## config.mk

```make
export PLATFORM = sky130hd
export DESIGN_NAME = first_fit_block_allocator
export DESIGN_NICKNAME = d
export VERILOG_FILES = /design/src/rtl/core/ffba_pkg.sv /design/src/rtl/core/ffba_ram.sv /design/src/rtl/core/ffba_alu.sv /design/src/rtl/core/first_fit_block_allocator.sv
export SDC_FILE = /design/constraint.sdc
export NUM_CORES = 1
export LEC_CHECK = 0
export ABC_AREA = 1
export BUFFER_PORTS_ARGS = -buffer_cell sky130_fd_sc_hd__buf_2
export CORE_ASPECT_RATIO = 0.6
export CORE_UTILIZATION = 50
export CTS_BUF_LIST = sky130_fd_sc_hd__clkbuf_4 sky130_fd_sc_hd__clkbuf_8
export DETAILED_ROUTE_END_ITERATION = 12
export GPL_TIMING_DRIVEN = 0
export PLACE_DENSITY = 0.67
export SLEW_MARGIN = 20
export SYNTH_ARGS = -nofsm -noshare
export SYNTH_HDL_FRONTEND = slang
export SYNTH_SLANG_ARGS = --single-unit
```

## constraint.sdc

```tcl
create_clock -name clk -period 5.7 [get_ports clk]
set_clock_uncertainty 0.15 [all_clocks]
set_input_delay 0.285 -clock clk [delete_from_list [all_inputs] [get_ports clk]]
set_output_delay 0.285 -clock clk [all_outputs]
set_load 0.05 [all_outputs]
```

## src/rtl/core/ffba_pkg.sv

```systemverilog
package ffba_pkg;

    localparam int NUM_BLOCKS_DEF = 16;
    localparam int SIZE_BITS_DEF  = 16;

    localparam int SIZE_FIELD_BITS  = 16;
    localparam int INDEX_FIELD_BITS = 4;
    localparam int LEFT_FIELD_BITS  = 16;
    localparam int TOTAL_BITS       = 20;
    localparam int MASK_FIELD_BITS  = 16;
    localparam int KIND_BITS        = 2;
    localparam int STATUS_BITS      = 2;

    localparam logic [TOTAL_BITS-1:0] SUM_MAX = {TOTAL_BITS{1'b1}};

    typedef enum logic [KIND_BITS-1:0] {
        KIND_LOAD   = 2'd0,
        KIND_REQ    = 2'd1,
        KIND_REPORT = 2'd2,
        KIND_NONE   = 2'd3
    } kind_t;

    typedef enum logic [STATUS_BITS-1:0] {
        STAT_OK     = 2'd0,
        STAT_NOFIT  = 2'd1,
        STAT_FULL   = 2'd2,
        STAT_REPORT = 2'd3
    } status_t;

    typedef enum logic [1:0] {
        ST_IDLE,
        ST_SCAN,
        ST_WASTE,
        ST_EMIT
    } state_t;

    typedef enum logic {
        ALU_ADD_ENTRY,
        ALU_ADD_LEFT
    } alu_op_t;

    typedef struct packed {
        logic fits;
        logic saturated;
    } alu_flags_t;

endpackage

```

## src/rtl/core/ffba_ram.sv

```systemverilog
module ffba_ram #(
    parameter int WIDTH = 16,
    parameter int DEPTH = 16,
    localparam int AW = (DEPTH > 1) ? $clog2(DEPTH) : 1
) (
    input  logic             clk,
    input  logic             we,
    input  logic [AW-1:0]    waddr,
    input  logic [WIDTH-1:0] wdata,
    input  logic [AW-1:0]    raddr,
    output logic [WIDTH-1:0] rdata
);

    logic [WIDTH-1:0] mem [DEPTH];
    logic [WIDTH-1:0] rdata_reg;

    always_ff @(posedge clk)
    begin
        if (we)
        begin
            mem[waddr] <= wdata;
        end
        rdata_reg <= mem[raddr];
    end

    assign rdata = rdata_reg;

endmodule

```

## src/rtl/core/ffba_alu.sv

```systemverilog
module ffba_alu #(
    parameter int SIZE_BITS = ffba_pkg::SIZE_BITS_DEF
) (
    input  ffba_pkg::alu_op_t                op,
    input  logic [SIZE_BITS-1:0]             entry,
    input  logic [SIZE_BITS-1:0]             req,
    input  logic [SIZE_BITS-1:0]             left,
    input  logic [ffba_pkg::TOTAL_BITS-1:0]  acc,
    output ffba_pkg::alu_flags_t             flags,
    output logic [SIZE_BITS-1:0]             diff,
    output logic [ffba_pkg::TOTAL_BITS-1:0]  sum
);

    localparam int SW = ((SIZE_BITS > ffba_pkg::TOTAL_BITS) ? SIZE_BITS
                                                            : ffba_pkg::TOTAL_BITS) + 1;

    logic [SIZE_BITS-1:0] addend;
    logic [SW-1:0]        sum_wide;

    always_comb
    begin
        case (op)
            ffba_pkg::ALU_ADD_ENTRY: addend = entry;
            ffba_pkg::ALU_ADD_LEFT:  addend = left;
            default:                 addend = entry;
        endcase
    end

    assign diff            = entry - req;
    assign sum_wide        = SW'(acc) + SW'(addend);
    assign flags.fits      = (entry >= req);
    assign flags.saturated = (sum_wide > SW'(ffba_pkg::SUM_MAX));
    assign sum             = flags.saturated ? ffba_pkg::SUM_MAX
                                             : sum_wide[ffba_pkg::TOTAL_BITS-1:0];

endmodule

```

## src/rtl/core/first_fit_block_allocator.sv

```systemverilog
// first-fit block allocator
// input stream: s_axis_tuser carries the kind (load, request, report), s_axis_tdata
// the block or request size. output stream: m_axis_tuser the status, m_axis_tdata
// the index, leftover, waste total and free mask of one result word.
// a load goes to the emit state straight from idle. a request or a report walks the
// loaded table one entry per cycle through the size memory (one registered read
// port) and the shared compare/add unit; a grant ends the walk and passes through
// the waste state, which folds the leftover into the waste total. one word is in
// the scan at a time.
// a single output register holds the finished result; the next word is taken
// while it waits, but a new result is held back until the receiver takes the
// previous one, so a stalled receiver simply stops the block.
// reset clears the used flags, the block count and the waste total; sizes need
// no clearing since only loaded entries are ever read. kind 3 gives no result.
module first_fit_block_allocator #(
    parameter int NUM_BLOCKS = ffba_pkg::NUM_BLOCKS_DEF,
    parameter int SIZE_BITS  = ffba_pkg::SIZE_BITS_DEF
) (
    input  logic        clk,
    input  logic        rst_n,
    input  logic        s_axis_tvalid,
    output logic        s_axis_tready,
    input  logic [15:0] s_axis_tdata,   // size
    input  logic [1:0]  s_axis_tuser,   // kind
    output logic        m_axis_tvalid,
    input  logic        m_axis_tready,
    output logic [55:0] m_axis_tdata,   // block_index, leftover, total_waste, free_mask
    output logic [1:0]  m_axis_tuser    // status
);

    localparam int IDX_BITS = (NUM_BLOCKS > 1) ? $clog2(NUM_BLOCKS) : 1;
    localparam int CNT_BITS = $clog2(NUM_BLOCKS + 1);
    localparam int TB       = ffba_pkg::TOTAL_BITS;
    localparam int LW = (SIZE_BITS > ffba_pkg::SIZE_FIELD_BITS) ? SIZE_BITS
                                                                : ffba_pkg::SIZE_FIELD_BITS;
    localparam int IW = (IDX_BITS > ffba_pkg::INDEX_FIELD_BITS) ? IDX_BITS
                                                                : ffba_pkg::INDEX_FIELD_BITS;
    localparam int MW = (NUM_BLOCKS > ffba_pkg::MASK_FIELD_BITS) ? NUM_BLOCKS
                                                                 : ffba_pkg::MASK_FIELD_BITS;

    ffba_pkg::state_t  state_reg, state_next;
    ffba_pkg::kind_t   kind_reg, kind_next;
    logic [NUM_BLOCKS-1:0] used_reg, used_next;
    logic [CNT_BITS-1:0]   count_reg, count_next;
    logic [TB-1:0]         waste_reg, waste_next;
    logic [CNT_BITS-1:0]   issue_reg, issue_next;
    logic                  pend_reg, pend_next;
    logic [IDX_BITS-1:0]   pend_idx_reg, pend_idx_next;
    logic                  out_vld_reg, out_vld_next;

    logic [SIZE_BITS-1:0]  req_reg, req_next;
    logic [SIZE_BITS-1:0]  left_reg, left_next;
    logic [TB-1:0]         tot_reg, tot_next;
    logic [NUM_BLOCKS-1:0] mask_reg, mask_next;
    ffba_pkg::status_t     res_status_reg, res_status_next;
    logic [IDX_BITS-1:0]   res_idx_reg, res_idx_next;
    logic [SIZE_BITS-1:0]  res_left_reg, res_left_next;
    logic [TB-1:0]         res_total_reg, res_total_next;
    logic [NUM_BLOCKS-1:0] res_mask_reg, res_mask_next;

    logic [1:0]  out_status_reg, out_status_next;
    logic [3:0]  out_idx_reg, out_idx_next;
    logic [15:0] out_left_reg, out_left_next;
    logic [TB-1:0] out_total_reg, out_total_next;
    logic [15:0] out_mask_reg, out_mask_next;

    logic                 s_fire;
    logic [LW-1:0]        size_ext;
    logic [SIZE_BITS-1:0] size_in;
    logic                 ram_we;
    logic [IDX_BITS-1:0]  ram_raddr;
    logic [SIZE_BITS-1:0] ram_rdata;

    ffba_pkg::alu_op_t    alu_op;
    logic [TB-1:0]        alu_acc;
    ffba_pkg::alu_flags_t alu_flags;
    logic [SIZE_BITS-1:0] alu_diff;
    logic [TB-1:0]        alu_sum;

    logic [IW-1:0]        idx_ext;
    logic [LW-1:0]        left_ext;
    logic [MW-1:0]        mask_ext;

    assign s_axis_tready = (state_reg == ffba_pkg::ST_IDLE);
    assign s_fire   = s_axis_tvalid && s_axis_tready;
    assign size_ext = LW'(s_axis_tdata);
    assign size_in  = size_ext[SIZE_BITS-1:0];
    assign ram_raddr = issue_reg[IDX_BITS-1:0];
    assign idx_ext  = IW'(res_idx_reg);
    assign left_ext = LW'(res_left_reg);
    assign mask_ext = MW'(res_mask_reg);

    ffba_ram #(
        .WIDTH (SIZE_BITS),
        .DEPTH (NUM_BLOCKS)
    ) u_size_ram (
        .clk   (clk),
        .we    (ram_we),
        .waddr (count_reg[IDX_BITS-1:0]),
        .wdata (size_in),
        .raddr (ram_raddr),
        .rdata (ram_rdata)
    );

    ffba_alu #(
        .SIZE_BITS (SIZE_BITS)
    ) u_alu (
        .op    (alu_op),
        .entry (ram_rdata),
        .req   (req_reg),
        .left  (left_reg),
        .acc   (alu_acc),
        .flags (alu_flags),
        .diff  (alu_diff),
        .sum   (alu_sum)
    );

    always_comb
    begin
        state_next      = state_reg;
        kind_next       = kind_reg;
        used_next       = used_reg;
        count_next      = count_reg;
        waste_next      = waste_reg;
        issue_next      = issue_reg;
        pend_next       = pend_reg;
        pend_idx_next   = pend_idx_reg;
        req_next        = req_reg;
        left_next       = left_reg;
        tot_next        = tot_reg;
        mask_next       = mask_reg;
        res_status_next = res_status_reg;
        res_idx_next    = res_idx_reg;
        res_left_next   = res_left_reg;
        res_total_next  = res_total_reg;
        res_mask_next   = res_mask_reg;
        out_status_next = out_status_reg;
        out_idx_next    = out_idx_reg;
        out_left_next   = out_left_reg;
        out_total_next  = out_total_reg;
        out_mask_next   = out_mask_reg;
        out_vld_next    = out_vld_reg && !m_axis_tready;
        ram_we          = 1'b0;
        alu_op          = ffba_pkg::ALU_ADD_ENTRY;
        alu_acc         = tot_reg;

        case (state_reg)
            ffba_pkg::ST_IDLE:
            begin
                if (s_fire)
                begin
                    kind_next      = ffba_pkg::kind_t'(s_axis_tuser);
                    req_next       = size_in;
                    issue_next     = '0;
                    pend_next      = 1'b0;
                    tot_next       = waste_reg;
                    mask_next      = '0;
                    res_idx_next   = '0;
                    res_left_next  = '0;
                    res_total_next = waste_reg;
                    res_mask_next  = '0;
                    case (ffba_pkg::kind_t'(s_axis_tuser))
                        ffba_pkg::KIND_LOAD:
                        begin
                            if (count_reg == CNT_BITS'(NUM_BLOCKS))
                            begin
                                res_status_next = ffba_pkg::STAT_FULL;
                            end
                            else
                            begin
                                ram_we          = 1'b1;
                                used_next[count_reg[IDX_BITS-1:0]] = 1'b0;
                                count_next      = count_reg + 1'b1;
                                res_status_next = ffba_pkg::STAT_OK;
                                res_idx_next    = count_reg[IDX_BITS-1:0];
                            end
                            state_next = ffba_pkg::ST_EMIT;
                        end
                        ffba_pkg::KIND_REQ,
                        ffba_pkg::KIND_REPORT:
                        begin
                            state_next = ffba_pkg::ST_SCAN;
                        end
                        default:
                        begin
                            state_next = ffba_pkg::ST_IDLE;
                        end
                    endcase
                end
            end

            ffba_pkg::ST_SCAN:
            begin
                // read one entry per cycle, check the one read last cycle
                if (issue_reg < count_reg)
                begin
                    pend_next     = 1'b1;
                    pend_idx_next = issue_reg[IDX_BITS-1:0];
                    issue_next    = issue_reg + 1'b1;
                end
                else
                begin
                    pend_next = 1'b0;
                end

                if (pend_reg && !used_reg[pend_idx_reg] && kind_reg == ffba_pkg::KIND_REQ
                    && alu_flags.fits)
                begin
                    used_next[pend_idx_reg] = 1'b1;
                    left_next    = alu_diff;
                    res_idx_next = pend_idx_reg;
                    pend_next    = 1'b0;
                    state_next   = ffba_pkg::ST_WASTE;
                end
                else if (pend_reg && !used_reg[pend_idx_reg]
                         && kind_reg == ffba_pkg::KIND_REPORT)
                begin
                    tot_next               = alu_sum;
                    mask_next[pend_idx_reg] = 1'b1;
                end
                else if (!pend_reg && !(issue_reg < count_reg))
                begin
                    res_idx_next  = '0;
                    res_left_next = '0;
                    if (kind_reg == ffba_pkg::KIND_REPORT)
                    begin
                        res_status_next = ffba_pkg::STAT_REPORT;
                        res_total_next  = tot_reg;
                        res_mask_next   = mask_reg;
                    end
                    else
                    begin
                        res_status_next = ffba_pkg::STAT_NOFIT;
                        res_total_next  = waste_reg;
                        res_mask_next   = '0;
                    end
                    state_next = ffba_pkg::ST_EMIT;
                end
            end

            ffba_pkg::ST_WASTE:
            begin
                alu_op          = ffba_pkg::ALU_ADD_LEFT;
                alu_acc         = waste_reg;
                waste_next      = alu_sum;
                res_status_next = ffba_pkg::STAT_OK;
                res_left_next   = left_reg;
                res_total_next  = alu_sum;
                res_mask_next   = '0;
                state_next      = ffba_pkg::ST_EMIT;
            end

            ffba_pkg::ST_EMIT:
            begin
                if (!out_vld_reg || m_axis_tready)
                begin
                    out_vld_next    = 1'b1;
                    out_status_next = res_status_reg;
                    out_idx_next    = idx_ext[3:0];
                    out_left_next   = left_ext[15:0];
                    out_total_next  = res_total_reg;
                    out_mask_next   = mask_ext[15:0];
                    state_next      = ffba_pkg::ST_IDLE;
                end
            end

            default:
            begin
                state_next = ffba_pkg::ST_IDLE;
            end
        endcase
    end

    always_ff @(posedge clk or negedge rst_n)
    begin
        if (!rst_n)
        begin
            state_reg    <= ffba_pkg::ST_IDLE;
            kind_reg     <= ffba_pkg::KIND_NONE;
            used_reg     <= '0;
            count_reg    <= '0;
            waste_reg    <= '0;
            issue_reg    <= '0;
            pend_reg     <= 1'b0;
            pend_idx_reg <= '0;
            out_vld_reg  <= 1'b0;
        end
        else
        begin
            state_reg    <= state_next;
            kind_reg     <= kind_next;
            used_reg     <= used_next;
            count_reg    <= count_next;
            waste_reg    <= waste_next;
            issue_reg    <= issue_next;
            pend_reg     <= pend_next;
            pend_idx_reg <= pend_idx_next;
            out_vld_reg  <= out_vld_next;
        end
    end

    always_ff @(posedge clk)
    begin
        req_reg        <= req_next;
        left_reg       <= left_next;
        tot_reg        <= tot_next;
        mask_reg       <= mask_next;
        res_status_reg <= res_status_next;
        res_idx_reg    <= res_idx_next;
        res_left_reg   <= res_left_next;
        res_total_reg  <= res_total_next;
        res_mask_reg   <= res_mask_next;
        out_status_reg <= out_status_next;
        out_idx_reg    <= out_idx_next;
        out_left_reg   <= out_left_next;
        out_total_reg  <= out_total_next;
        out_mask_reg   <= out_mask_next;
    end

    assign m_axis_tvalid = out_vld_reg;
    assign m_axis_tuser  = out_status_reg;
    assign m_axis_tdata  = {out_mask_reg, out_total_reg, out_left_reg, out_idx_reg};

    a_count_bound: assert property (@(posedge clk) disable iff (!rst_n)
        count_reg <= CNT_BITS'(NUM_BLOCKS))
        else $error("block count beyond table size");

    a_waste_monotonic: assert property (@(posedge clk) disable iff (!rst_n)
        1'b1 |=> waste_reg >= $past(waste_reg))
        else $error("waste total decreased");

    a_pend_loaded: assert property (@(posedge clk) disable iff (!rst_n)
        pend_reg |-> (CNT_BITS'(pend_idx_reg) < count_reg))
        else $error("scan read an unloaded entry");

    a_grant_marks_used: assert property (@(posedge clk) disable iff (!rst_n)
        state_reg == ffba_pkg::ST_WASTE |-> used_reg[res_idx_reg])
        else $error("granted block not marked used");

endmodule

```

==> results.md, run 1 <==
- Status: completed
- RD Place Congestion: 0.975
- CP Class: flop to flop
- Yosys cell types: 47
- Hold_ws: 0.259 ns
- Final worst path period share: 0.757
- Clock root buffer: clkbuf_8
- Synth top area share: 0.585
- Max Fclk: 232 MHz
- Clock latency on the worst-skew pair: 0.66 ns
- Crit-path most repeated cell: nand2_1
- Die Span Y: 167 µm
- Area delta synth->final: 15.3%
- Critical-path top delay cell: clkbuf_1
- GRT Util Overall: 0.267
- CTS Buffer Depth: 3
- Leakage Power: 10.1 nW
- CTS tree: built
- Post-CTS Setup Inserts: 0
- Post-synth top cells: 440 x edfxtp_1, 337 x nand2_1, 291 x nor2_1
- Psw: 7.19 mW
- Final slew viol count: 0
- CP Data Required Time: 5.91 ns
- Largest net degree at the start of global routing: 38
- Leading area contributor after synthesis: edfxtp_1
- Logic pwr share: 0.464
- CP startpoint kind: flop
- Initial antenna violation count: 1
- Seq pwr share: 0.340
- CTS buffer count: 76
- Clock share of power: 0.197
- Detailed Routing Iterations Pass 1: 5
- Vias in the first global route: 15700
- Yosys reg bits: 512
- Antenna Cells: 0
- Total gr overflow: 0
- DR iter-0 viols: 2123
- Multi-input gate area: 6700 µm²
- Starting Density: 0.514
- Min-Delay Path Class: flop to flop
- DR vias: 16400
- Relative slew slack: 0.352
- Setup-failing EPs final: 0
- RSZ-0062 raised after global routing: false
- Worst vdd rail ir drop: 0.327 mV
- # IOs: 82
- First-pass GRT wire length: 93000 µm
- Syn Inst Count: 2023
- Final Util: 0.593
- Register with the most flip-flops: u_size_ram.mem
- Post-Route WL: 61000 µm
- Setup ws final: 1.39 ns
- Fin nets: 2307
- Drt drc: 0
- Min Tclk post-route: 4.31 ns
- CP Max Fanout: 10
- Register clock-pin slew on the reported worst setup and hold paths: 0.07 ns
- Post-synth EDFFs: 440
- Internal: 9.27 mW
- Syn. warnings: 0
- Seq/Total Area, Yosys: 0.661
- Power Dens Cells: 632 nW/µm²
- Worst path cell trace: inv_1 -> ha_1 -> buf_4 -> buf_6 -> clkbuf_1 -> nor2_1 -> a21oi_1 -> ha_1 -> nand2_1 -> nor2_1 -> nand2_1 -> nand3_2 -> nand2_1 -> nand2_2 -> nand3_4 -> buf_8 -> nand2_4 -> a21oi_2 -> a21oi_2
- Post-synth ARST share: 0.109
- Total core area: 43900 µm²
- HPWL Detailed: 43800 µm
- Wire per inst: 21.2 µm
- Area of placed instances: 24200 µm²
- Post-Syn Nets: 2093
- Clk sinks: 512
- Worst Tran Pin Value: 0.969 ns
- Chip Width: 276 µm
- Synth Cell Area: 22600 µm²
- Syn_area_per_cell: 11.2 µm²
- FF+latch area: 14900 µm²
- Top FF cell, synth: edfxtp_1
- Pre-CTS WS: 1.52 ns
- Arrival time worst endpoint: 4.53 ns
- Slowest stage delay, CP: 0.54 ns
- Hold buffers post-CTS: 24
- Count leader, synth: edfxtp_1
- Layout fillers: 3623
- Sw Ratio: 0.437
- Max Cap Viol: 0
- # port buffers: 81
- Rows: 59
- Die area: 46100 µm²
- Top cells by area, synth: edfxtp_1 58%, dfrtp_1 6.0%, nand2_1 5.6%
- Number of H-tree levels: 3
- Via density per instance: 5.71
- Finished Cell Area: 26100 µm²
- Share of post-route cells with drive strength above 1: 0.147
- DRT antenna net count: 0
- Post-cts resize count: 0
- Number of hold violations in the final report: 0
- Max reg flops: 256
- Crit. End Element: flop
## power by group through the flow
stage | Combinational (mW) | Sequential, mW | Clock [mW]
global route | 8.35 | 5.67 | 3.44
global placement | 7.10 | 5.71 | 0
floorplan | 4.75 | 6.07 | 0
detailed placement | 7.43 | 5.67 | 0
CTS | 7.48 | 5.59 | 3.27
finish | 7.63 | 5.59 | 3.24
## worst max-delay path, delay by kind of cell (launching register included)
kind            cells  cell delay, ns
flops               1            0.42
compound gates      3            0.56
fa+ha+maj           2            0.52
simple gates        9            1.09
buf+inv             5            1.28
## placed cells by master (no fill, tap or decap), types with 7 or more instances in the layout
cell	netlist	layout
inv_1	171	171
o221ai_1	26	26
a21oi_1	83	81
nor3_2	0	8
clkinv_1	3	9
edfxtp_1	440	440
o32ai_1	38	38
ha_1	46	46
dfxtp_1	16	16
nand2_1	337	337
xor2_1	17	17
nand3_1	76	76
clkinv_2	0	10
a21oi_2	18	18
o21ai_0	199	199
o211ai_1	7	7
mux2i_1	26	26
nor2_2	2	10
buf_1	9	9
clkbuf_4	0	30
buf_2	11	91
clkbuf_1	61	61
nand2_4	10	10
xnor2_1	11	11
dlygate4sd3_1	0	24
dfrtp_1	54	54
nor2_1	291	282
clkbuf_8	0	84
buf_4	3	21
buf_6	3	12
## path summary, 6_finish.rpt
kind / start / to / slack (ns) / cells after the start
setup / recovery: state_reg[0] / res_total_reg[3] / 1.39 / 19
hold / removal: left_ext[14] / out_left_reg[14] / 0.26 / 0
setup reg to reg: state_reg[0] / res_total_reg[3] / 1.39 / 19
hold reg to reg: left_ext[14] / out_left_reg[14] / 0.26 / 0
max in group asynchronous: rst_n / count_reg[2] / 3.51 / 4
min in group asynchronous: rst_n / used_reg[6] / 0.52 / 4
## metrics by stage
stage / setup TNS (ns) / instances / power [mW]
after floorplan: 0 / 2023 / 10.8
after global placement: -74.57 / 2683 / 12.8
after detailed placement: 0 / 2714 / 13.1
after CTS: 0 / 2877 / 16.4
after global routing: 0 / 2877 / 17.5
final: 0 / 2877 / 16.5
## metal layers
metal  global-route usage  routed length [µm]
met1                0.424               29000
met2                0.361               24400
met3               0.0661                6470
met4               0.0712                1120
met5                    0                   0
## area by class of cell
cell class,count,area share
buffer,88,0.0149
clock buffer,114,0.0530
clock inverter,25,0.00989
inverter,177,0.0255
multi-input combinational,1246,0.257
sequential,512,0.573
tap,579,0.0278
timing repair buffer,136,0.0385
## cell families (layout without fill, tap and decap cells)
group	Yosys count	count (layout)	share of synthesized area
compound gates	393	393	0.104
mux	28	28	0.0125
fa+ha+maj	48	48	0.0272
flops	512	512	0.661
buf+inv	265	540	0.0466
xor+xnor	28	28	0.0109
simple gates	749	749	0.138
Note: power is estimated with default switching activity, not from simulation.
==> run 2: changes to the inputs <==
==> constraint.sdc (replaced) <==
create_clock -name clk -period 3.85 [get_ports clk]
set_clock_uncertainty 0.15 [all_clocks]
set_input_delay 0.1925 -clock clk [delete_from_list [all_inputs] [get_ports clk]]
set_output_delay 0.1925 -clock clk [all_outputs]
set_load 0.05 [all_outputs]
==> run 2 against run 1 <==
Register-to-register slack lost 1.3 ns. Hold slack gained 0.0037 ns. Die area is the same. Clock-buffer cell count shrank 1. Global-route usage shrank 0.14 points. Combinational power grew 49%. Critical path depth grew 3. Via count is essentially flat. Utilization grew 0.13 points. Cell count is essentially flat. Setup slack lost 1.3 ns. Routed wire length shrank 0.34%. Critical path type unchanged. Critical endpoint is now tot_reg[3]. Largest cell class unchanged.
==> results.md, run 2 (same netlist as run 1, synthesis figures left out) <==
- Status: completed
- Total gr overflow: 0 (unchanged)
- Worst Tran Pin Value: 0.939 ns (-0.0303 ns)
- Min-Delay Path Class: flop to flop
- Crit Reg-Reg Endpoint: tot_reg[3]
- Crit. Startpoint: state_reg[0]
- Arrival time worst endpoint: 4.03 ns (-0.50 ns)
- Most frequent cells in the layout: 440 x edfxtp_1, 335 x nand2_1, 282 x nor2_1
- Min Tclk post-route: 3.73 ns (-0.582 ns)
- Top Usage Layer GRT: met1
- Chip Width: 276 µm (unchanged)
- Die area: 46100 µm² (unchanged)
- Max reg flops: 256 (unchanged)
- Leakage Power: 10.1 nW (+0.10%)
- Crit. End Element: flop
- CTS tree: built
- Most common cell after layout, fill and taps aside: edfxtp_1
- Register clock-pin slew on the reported worst setup and hold paths: 0.07 ns (about the same)
- Clock latency on the worst-skew pair: 0.65 ns (about the same)
- CP Data Required Time: 4.15 ns (-1.76 ns)
- GR Layer Usage met1: 0.422 (-0.00229)
- DRT antenna net count: 0 (unchanged)
- Number of H-tree levels: 3 (unchanged)
- Relative slew slack: 0.374 (+0.0223)
- Power Dens Cells: 930 nW/µm² (+47%)
- Final slew viol count: 0 (unchanged)
- Met2 global-route usage: 0.350 (-0.0110)
- Wire per inst: 21.1 µm (-0.41%)
- CTS buffer count: 76 (unchanged)
- Largest net degree at the start of global routing: 33 (-13%)
- Antenna Cells: 0 (unchanged)
- Buffers and inverters on the worst path: 7 (+2)
- Clock root buffer: clkbuf_8
- Worst vdd rail ir drop: 0.497 mV (+52%)
- Finished Cell Area: 26100 µm² (+0.23%)
- Vias in the first global route: 15600 (-0.37%)
- Rows: 59 (unchanged)
- Grt met3 use: 0.0759 (+0.00982)
- Number of hold violations in the final report: 0 (unchanged)
- CP Max Fanout: 10 (unchanged)
- Final worst path period share: 0.969 (+0.212)
- Max Cap Viol: 0 (unchanged)
- Clock share of power: 0.187 (-0.010)
- R2R cell count: 22 (+3)
- Starting Density: 0.514 (unchanged)
- Area delta synth->final: 15.6%
- HPWL Detailed: 43700 µm (-0.14%)
- Setup ws final: 0.118 ns (-1.27 ns)
- Via density per instance: 5.70 (about the same)
- Total core area: 43900 µm² (unchanged)
- Slowest stage delay, CP: 0.44 ns (-0.10 ns)
- Area of placed instances: 24200 µm² (about the same)
- GRT Util Overall: 0.266 (-0.00142)
- # port buffers: 81 (unchanged)
- Crit path to: tot_reg[3]
- Post-Route WL: 60800 µm (-0.34%)
- Max Fclk: 268 MHz (+16%)
- R2r setup slk: 0.12 ns (-1.27 ns)
- Worst path cell trace: inv_2 -> ha_1 -> buf_6 -> buf_8 -> buf_8 -> nor2_1 -> a21oi_1 -> ha_1 -> inv_1 -> fa_1 -> inv_1 -> nand3_1 -> nand2_2 -> nand2_1 -> nand3_4 -> nand2_2 -> nand2_4 -> nand3_4 -> clkbuf_16 -> nand2_4 -> nand2_1 -> o21ai_0
- Final Util: 0.594 (+0.00134)
- Pre-CTS WS: -0.375 ns (-1.89 ns)
- Detailed Routing Iterations Pass 1: 5 (unchanged)
- Register with the most flip-flops: u_size_ram.mem
- Tot Pwr: 24.3 mW (+47%)
- DR iter-0 viols: 2129 (+0.28%)
- Drt drc: 0 (unchanged)
- RD Place Congestion: 0.956 (-2.0%)
- Sw Ratio: 0.439 (+0.00215)
- Critical-path top delay cell: dfrtp_2
- Internal: 13.6 mW (+47%)
- Die Span Y: 167 µm (unchanged)
- Crit path max-delay family: simple AND/OR/NAND/NOR gates
- Logic pwr share: 0.472 (+0.008)
- Share of post-route cells with drive strength above 1: 0.151 (+0.00422)
- Fin nets: 2308 (+0.043%)
- RSZ-0062 raised after global routing: true
- Fin Setup TNS: 0 ns (unchanged)
- DR vias: 16400 (+0.037%)
- Clk sinks: 512 (unchanged)
- # IOs: 82 (unchanged)
- Initial antenna violation count: 0 (-1)
- CTS Buffer Depth: 3 (unchanged)
- Seq pwr share: 0.341 (about the same)
- Psw: 10.7 mW (+48%)
- WP depth: 22 (+3)
- CP Class: flop to flop
- CP startpoint kind: flop
- FF-to-FF Start: state_reg[0]
- Setup-failing EPs final: 0 (unchanged)
- First-pass GRT wire length: 92600 µm (-0.37%)
[run 2: layout make-up]
cell class	instances	area, µm²
Clock inverter	27	184
Buffer	88	432
Timing Repair Buffer	136	1040
Tap cell	579	724
Sequential cell	512	14900
Fill cell	3584	17800
Inverter	177	664
Clock buffer	113	1370
Multi-Input combinational cell	1247	6750
[run 2: what timing repair did]
item / CTS / global route
gates resized for setup: 12 / 18
hold endpoints to repair: 359 / 0
hold buffers: 24 / 0
gates cloned: 0 / 2
setup endpoints to repair: 60 / 59
buffers inserted: 1 / 0
[run 2: worst reg2reg max path, stage by stage (launching register included)]
cell       delay, ns
dfrtp_2         0.44
inv_2           0.08
ha_1            0.16
buf_6           0.16
buf_8           0.17
buf_8           0.16
nor2_1          0.06
a21oi_1         0.15
ha_1            0.20
inv_1           0.05
fa_1            0.39
inv_1           0.09
nand3_1         0.08
nand2_2         0.12
nand2_1         0.10
nand3_4         0.12
nand2_2         0.09
nand2_4         0.13
nand3_4         0.17
clkbuf_16       0.24
nand2_4         0.08
nand2_1         0.05
o21ai_0         0.12
[run 2: per-layer routing]
metal	wire (µm)	part of all wire	up-vias
met5	90	0.0015	-
met1	28300	0.47	7921
li1	-	-	7506
met4	1250	0.021	2
met2	23800	0.39	884
met3	7350	0.12	108
[run 2: through the flow]
step	hold WS [ns]	instances
finish	0.262	2879
global route	0.272	2879
CTS	0.255	2877
detailed placement	-0.0221	2712
global placement	0.250	2683
floorplan	-0.253	2023
[run 2: power by group through the flow]
stage	sequential, mW	clock, mW	combinational, mW
2_1_floorplan	8.94	0	7.04
3_3_place_gp	8.42	0	10.6
3_5_place_dp	8.39	0	11.0
6_report	8.28	4.55	11.4
4_1_cts	8.28	4.60	11.1
5_1_grt	8.39	4.83	12.5
[run 2: how the worst min path moves through the flow]
stage,start,end,depth (start not counted)
after detailed placement,rst_n,used_reg[4],1
after global routing,idx_ext[2],out_idx_reg[2],0
after floorplan,rst_n,count_reg[0],0
after global placement,left_ext[13],out_left_reg[13],0
final,mask_ext[13],out_mask_reg[13],0
after CTS,s_axis_tuser[0],kind_reg[0],4
==> run 3: changes to the inputs <==
--- a/config.mk
+++ b/config.mk
@@ -12,8 +12,9 @@
 export CTS_BUF_LIST = sky130_fd_sc_hd__clkbuf_4 sky130_fd_sc_hd__clkbuf_8
 export DETAILED_ROUTE_END_ITERATION = 12
 export GPL_TIMING_DRIVEN = 0
-export PLACE_DENSITY = 0.67
+export PLACE_DENSITY = 0.79
 export SLEW_MARGIN = 20
 export SYNTH_ARGS = -nofsm -noshare
 export SYNTH_HDL_FRONTEND = slang
 export SYNTH_SLANG_ARGS = --single-unit
+export TNS_END_PERCENT = 50
==> run 3 against run 2 <==
Via count rose by 1.5%. Setup slack improved by 0.055 ns. Die area did not move. Largest power group unchanged. Power barely moved. Clock-buffer cell count fell by 9. Hold slack got worse by 0.031 ns. Utilization fell by 0.15 points. Combinational power barely moved.
==> results.md, run 3 (same netlist as run 1, synthesis figures left out) <==
- DRT antenna net count: 0 (unchanged)
- Cells after DPL: 2710 (-0.074%)
- Initial antenna violation count: 1 (+1)
- Post-Route WL: 60600 µm (-0.31%)
- Min-Delay Path Class: input port to flop
- Worst path cell trace: inv_2 -> ha_1 -> buf_6 -> clkbuf_8 -> nor2_1 -> a21oi_2 -> ha_1 -> inv_1 -> fa_1 -> inv_1 -> nand3_1 -> nand2_2 -> nand2_1 -> nand3_2 -> nand2_1 -> nand2_4 -> nand3_4 -> clkbuf_16 -> nand2_4 -> a21oi_2 -> a21oi_2
- CP Data Required Time: 4.18 ns (+0.03 ns)
- Worst min-delay path startpoint: s_axis_tuser[0]
- Clock root buffer: clkbuf_8
- Pre-CTS WS: -0.370 ns (+0.00498 ns)
- Hold path depth: 4 (+4)
- R2R cell count: 21 (-4.5%)
- Most common cell after layout, fill and taps aside: edfxtp_1
- Layout fillers: 3509 (-2.1%)
- R2r setup slk: 0.17 ns (+0.06 ns)
- Hold Path Sink: kind_reg[0]
- Final slew viol count: 0 (unchanged)
- Setup ws final: 0.173 ns (+0.0550 ns)
- Max Fclk: 272 MHz (+1.5%)
- Clock latency on the worst-skew pair: 0.65 ns (about the same)
- Via density per instance: 5.80 (+1.7%)
- Final worst path period share: 0.955 (-0.0143)
- Leakage Power: 10.1 nW (-0.28%)
- CP startpoint kind: flop
- Die Span Y: 167 µm (unchanged)
- Starting Density: 0.514 (unchanged)
- FF+latch area: 14900 µm² (about the same)
- Detailed Routing Iterations Pass 1: 6 (+1)
- CP Max Fanout: 17 (+7)
- First-pass GRT wire length: 93200 µm (+0.58%)
- Final Util: 0.593 (-0.00145)
- Crit-path most repeated cell: a21oi_2
- Worst vdd rail ir drop: 0.531 mV (+6.9%)
- Chip Width: 276 µm (unchanged)
- Relative slew slack: 0.344 (-0.0301)
- Multi-input gate area: 6760 µm² (about the same)
- Status: completed
- RD Place Congestion: 0.990 (+3.5%)
- Critical-path top delay cell: dfrtp_1
- DR iter-0 viols: 2370 (+11%)
- Area delta synth->final: 15.3%
- HPWL Detailed: 42900 µm (-1.8%)
- Slowest stage delay, CP: 0.40 ns (-0.04 ns)
- Buffers and inverters on the worst path: 6 (-1)
- Max Cap Viol: 0 (unchanged)
- FF-to-FF Start: state_reg[0]
- # IOs: 82 (unchanged)
- CTS Buffer Depth: 3 (unchanged)
- Crit Reg-Reg Endpoint: res_total_reg[3]
- Arrival time worst endpoint: 4.00 ns (-0.03 ns)
- Post-route insts no fill: 2874 (-0.17%)
- Register with the most flip-flops: u_size_ram.mem
- CTS buffer count: 74 (-2.6%)
- Most frequent cells in the layout: 440 x edfxtp_1, 336 x nand2_1, 282 x nor2_1
- Max reg flops: 256 (unchanged)
- Number of H-tree levels: 3 (unchanged)
- Crit. End Element: flop
- Drt drc: 0 (unchanged)
- CP Class: flop to flop
- CTS tree: built
- Crit path max-delay family: simple AND/OR/NAND/NOR gates
- Power Dens Cells: 932 nW/µm² (+0.28%)
- Tot Pwr: 24.3 mW (about the same)
- # port buffers: 81 (unchanged)
- DR vias: 16700 (+1.5%)
- RSZ-0062 raised after global routing: false
- Worst Tran Pin Value: 0.984 ns (+0.0451 ns)
- Setup-failing EPs final: 0 (unchanged)
- Min Tclk post-route: 3.68 ns (-0.0550 ns)
- Vias in the first global route: 16200 (+3.5%)
- Number of hold violations in the final report: 0 (unchanged)
- GRT Util Overall: 0.264 (-0.00166)
- Die area: 46100 µm² (unchanged)
- Total gr overflow: 0 (unchanged)
- Rows: 59 (unchanged)
- Total core area: 43900 µm² (unchanged)
- Largest net degree at the start of global routing: 35 (+6.1%)
- Share of post-route cells with drive strength above 1: 0.152 (+0.000831)
- Clk sinks: 512 (unchanged)
- Register clock-pin slew on the reported worst setup and hold paths: 0.07 ns (about the same)
- Fin nets: 2306 (-0.087%)
- Wire per inst: 21.1 µm (-0.13%)
[run 3: power breakdown]
group          internal [mW]  total, mW  switching, mW
registers               7.76       8.28          0.518
logic                   3.47       11.6           8.12
clock network           2.27       4.41           2.14
total                   13.5       24.3           10.8
[run 3: worst max-delay path by stage]
stage                     slack [ns]           endpoint  cells after the start    startpoint
after floorplan                -0.25        mask_reg[0]                      6  state_reg[0]
after global placement         -1.21        tot_reg[14]                      6  state_reg[0]
after detailed placement       -0.37   res_total_reg[3]                     22  state_reg[0]
after CTS                      0.007  res_total_reg[14]                     20  state_reg[0]
after global routing            0.01   res_total_reg[3]                     21  state_reg[0]
final                           0.17   res_total_reg[3]                     21  state_reg[0]
[run 3: per-stage QoR]
step           area (µm²)  hold WS (ns)  TNS, ns
2_1_floorplan       22600        -0.253    -8.91
3_3_place_gp        23700         0.254  -148.60
3_5_place_dp        24200      -0.00510   -15.32
4_1_cts             25900         0.190        0
5_1_grt             26000         0.238        0
6_report            26000         0.232        0
[run 3: repair_timing]
item | 4_1_cts | 5_1_grt
cloned | 1 | 1
pin swaps | 0 | 1
hold endpoints to repair | 352 | 0
buffers inserted | 0 | 4
endpoints found under the setup margin | 60 | 59
hold buffers | 24 | 0
gates resized for setup | 15 | 20
[run 3: area by class of cell]
| class | count | share of cell area |
|---|---|---|
| flip-flops and latches | 512 | 0.573 |
| repair buffers | 137 | 0.0407 |
| diodes | 1 | 0.0000961 |
| well taps | 579 | 0.0278 |
| inverters | 177 | 0.0257 |
| multi-input cells | 1247 | 0.259 |
| plain buffers | 87 | 0.0159 |
| clock buffers | 104 | 0.0499 |
| clock inverters | 30 | 0.00711 |
[run 3: metal layers]
metal / wire length (µm) / vias to the layer above / global-route usage
met1: 26300 / 8045 / 0.400
met5: 0 / - / 0
met3: 8000 / 119 / 0.0783
met4: 1230 / 0 / 0.0726
li1: - / 7494 / -
met2: 25100 / 1005 / 0.367
[run 3: worst register-to-register path, stage by stage, from the launching register on]
cell,delay [ns]
dfrtp_1,0.40
inv_2,0.09
ha_1,0.16
buf_6,0.20
clkbuf_8,0.23
nor2_1,0.07
a21oi_2,0.13
ha_1,0.18
inv_1,0.06
fa_1,0.40
inv_1,0.09
nand3_1,0.08
nand2_2,0.11
nand2_1,0.07
nand3_2,0.13
nand2_1,0.13
nand2_4,0.13
nand3_4,0.17
clkbuf_16,0.25
nand2_4,0.08
a21oi_2,0.06
a21oi_2,0.13
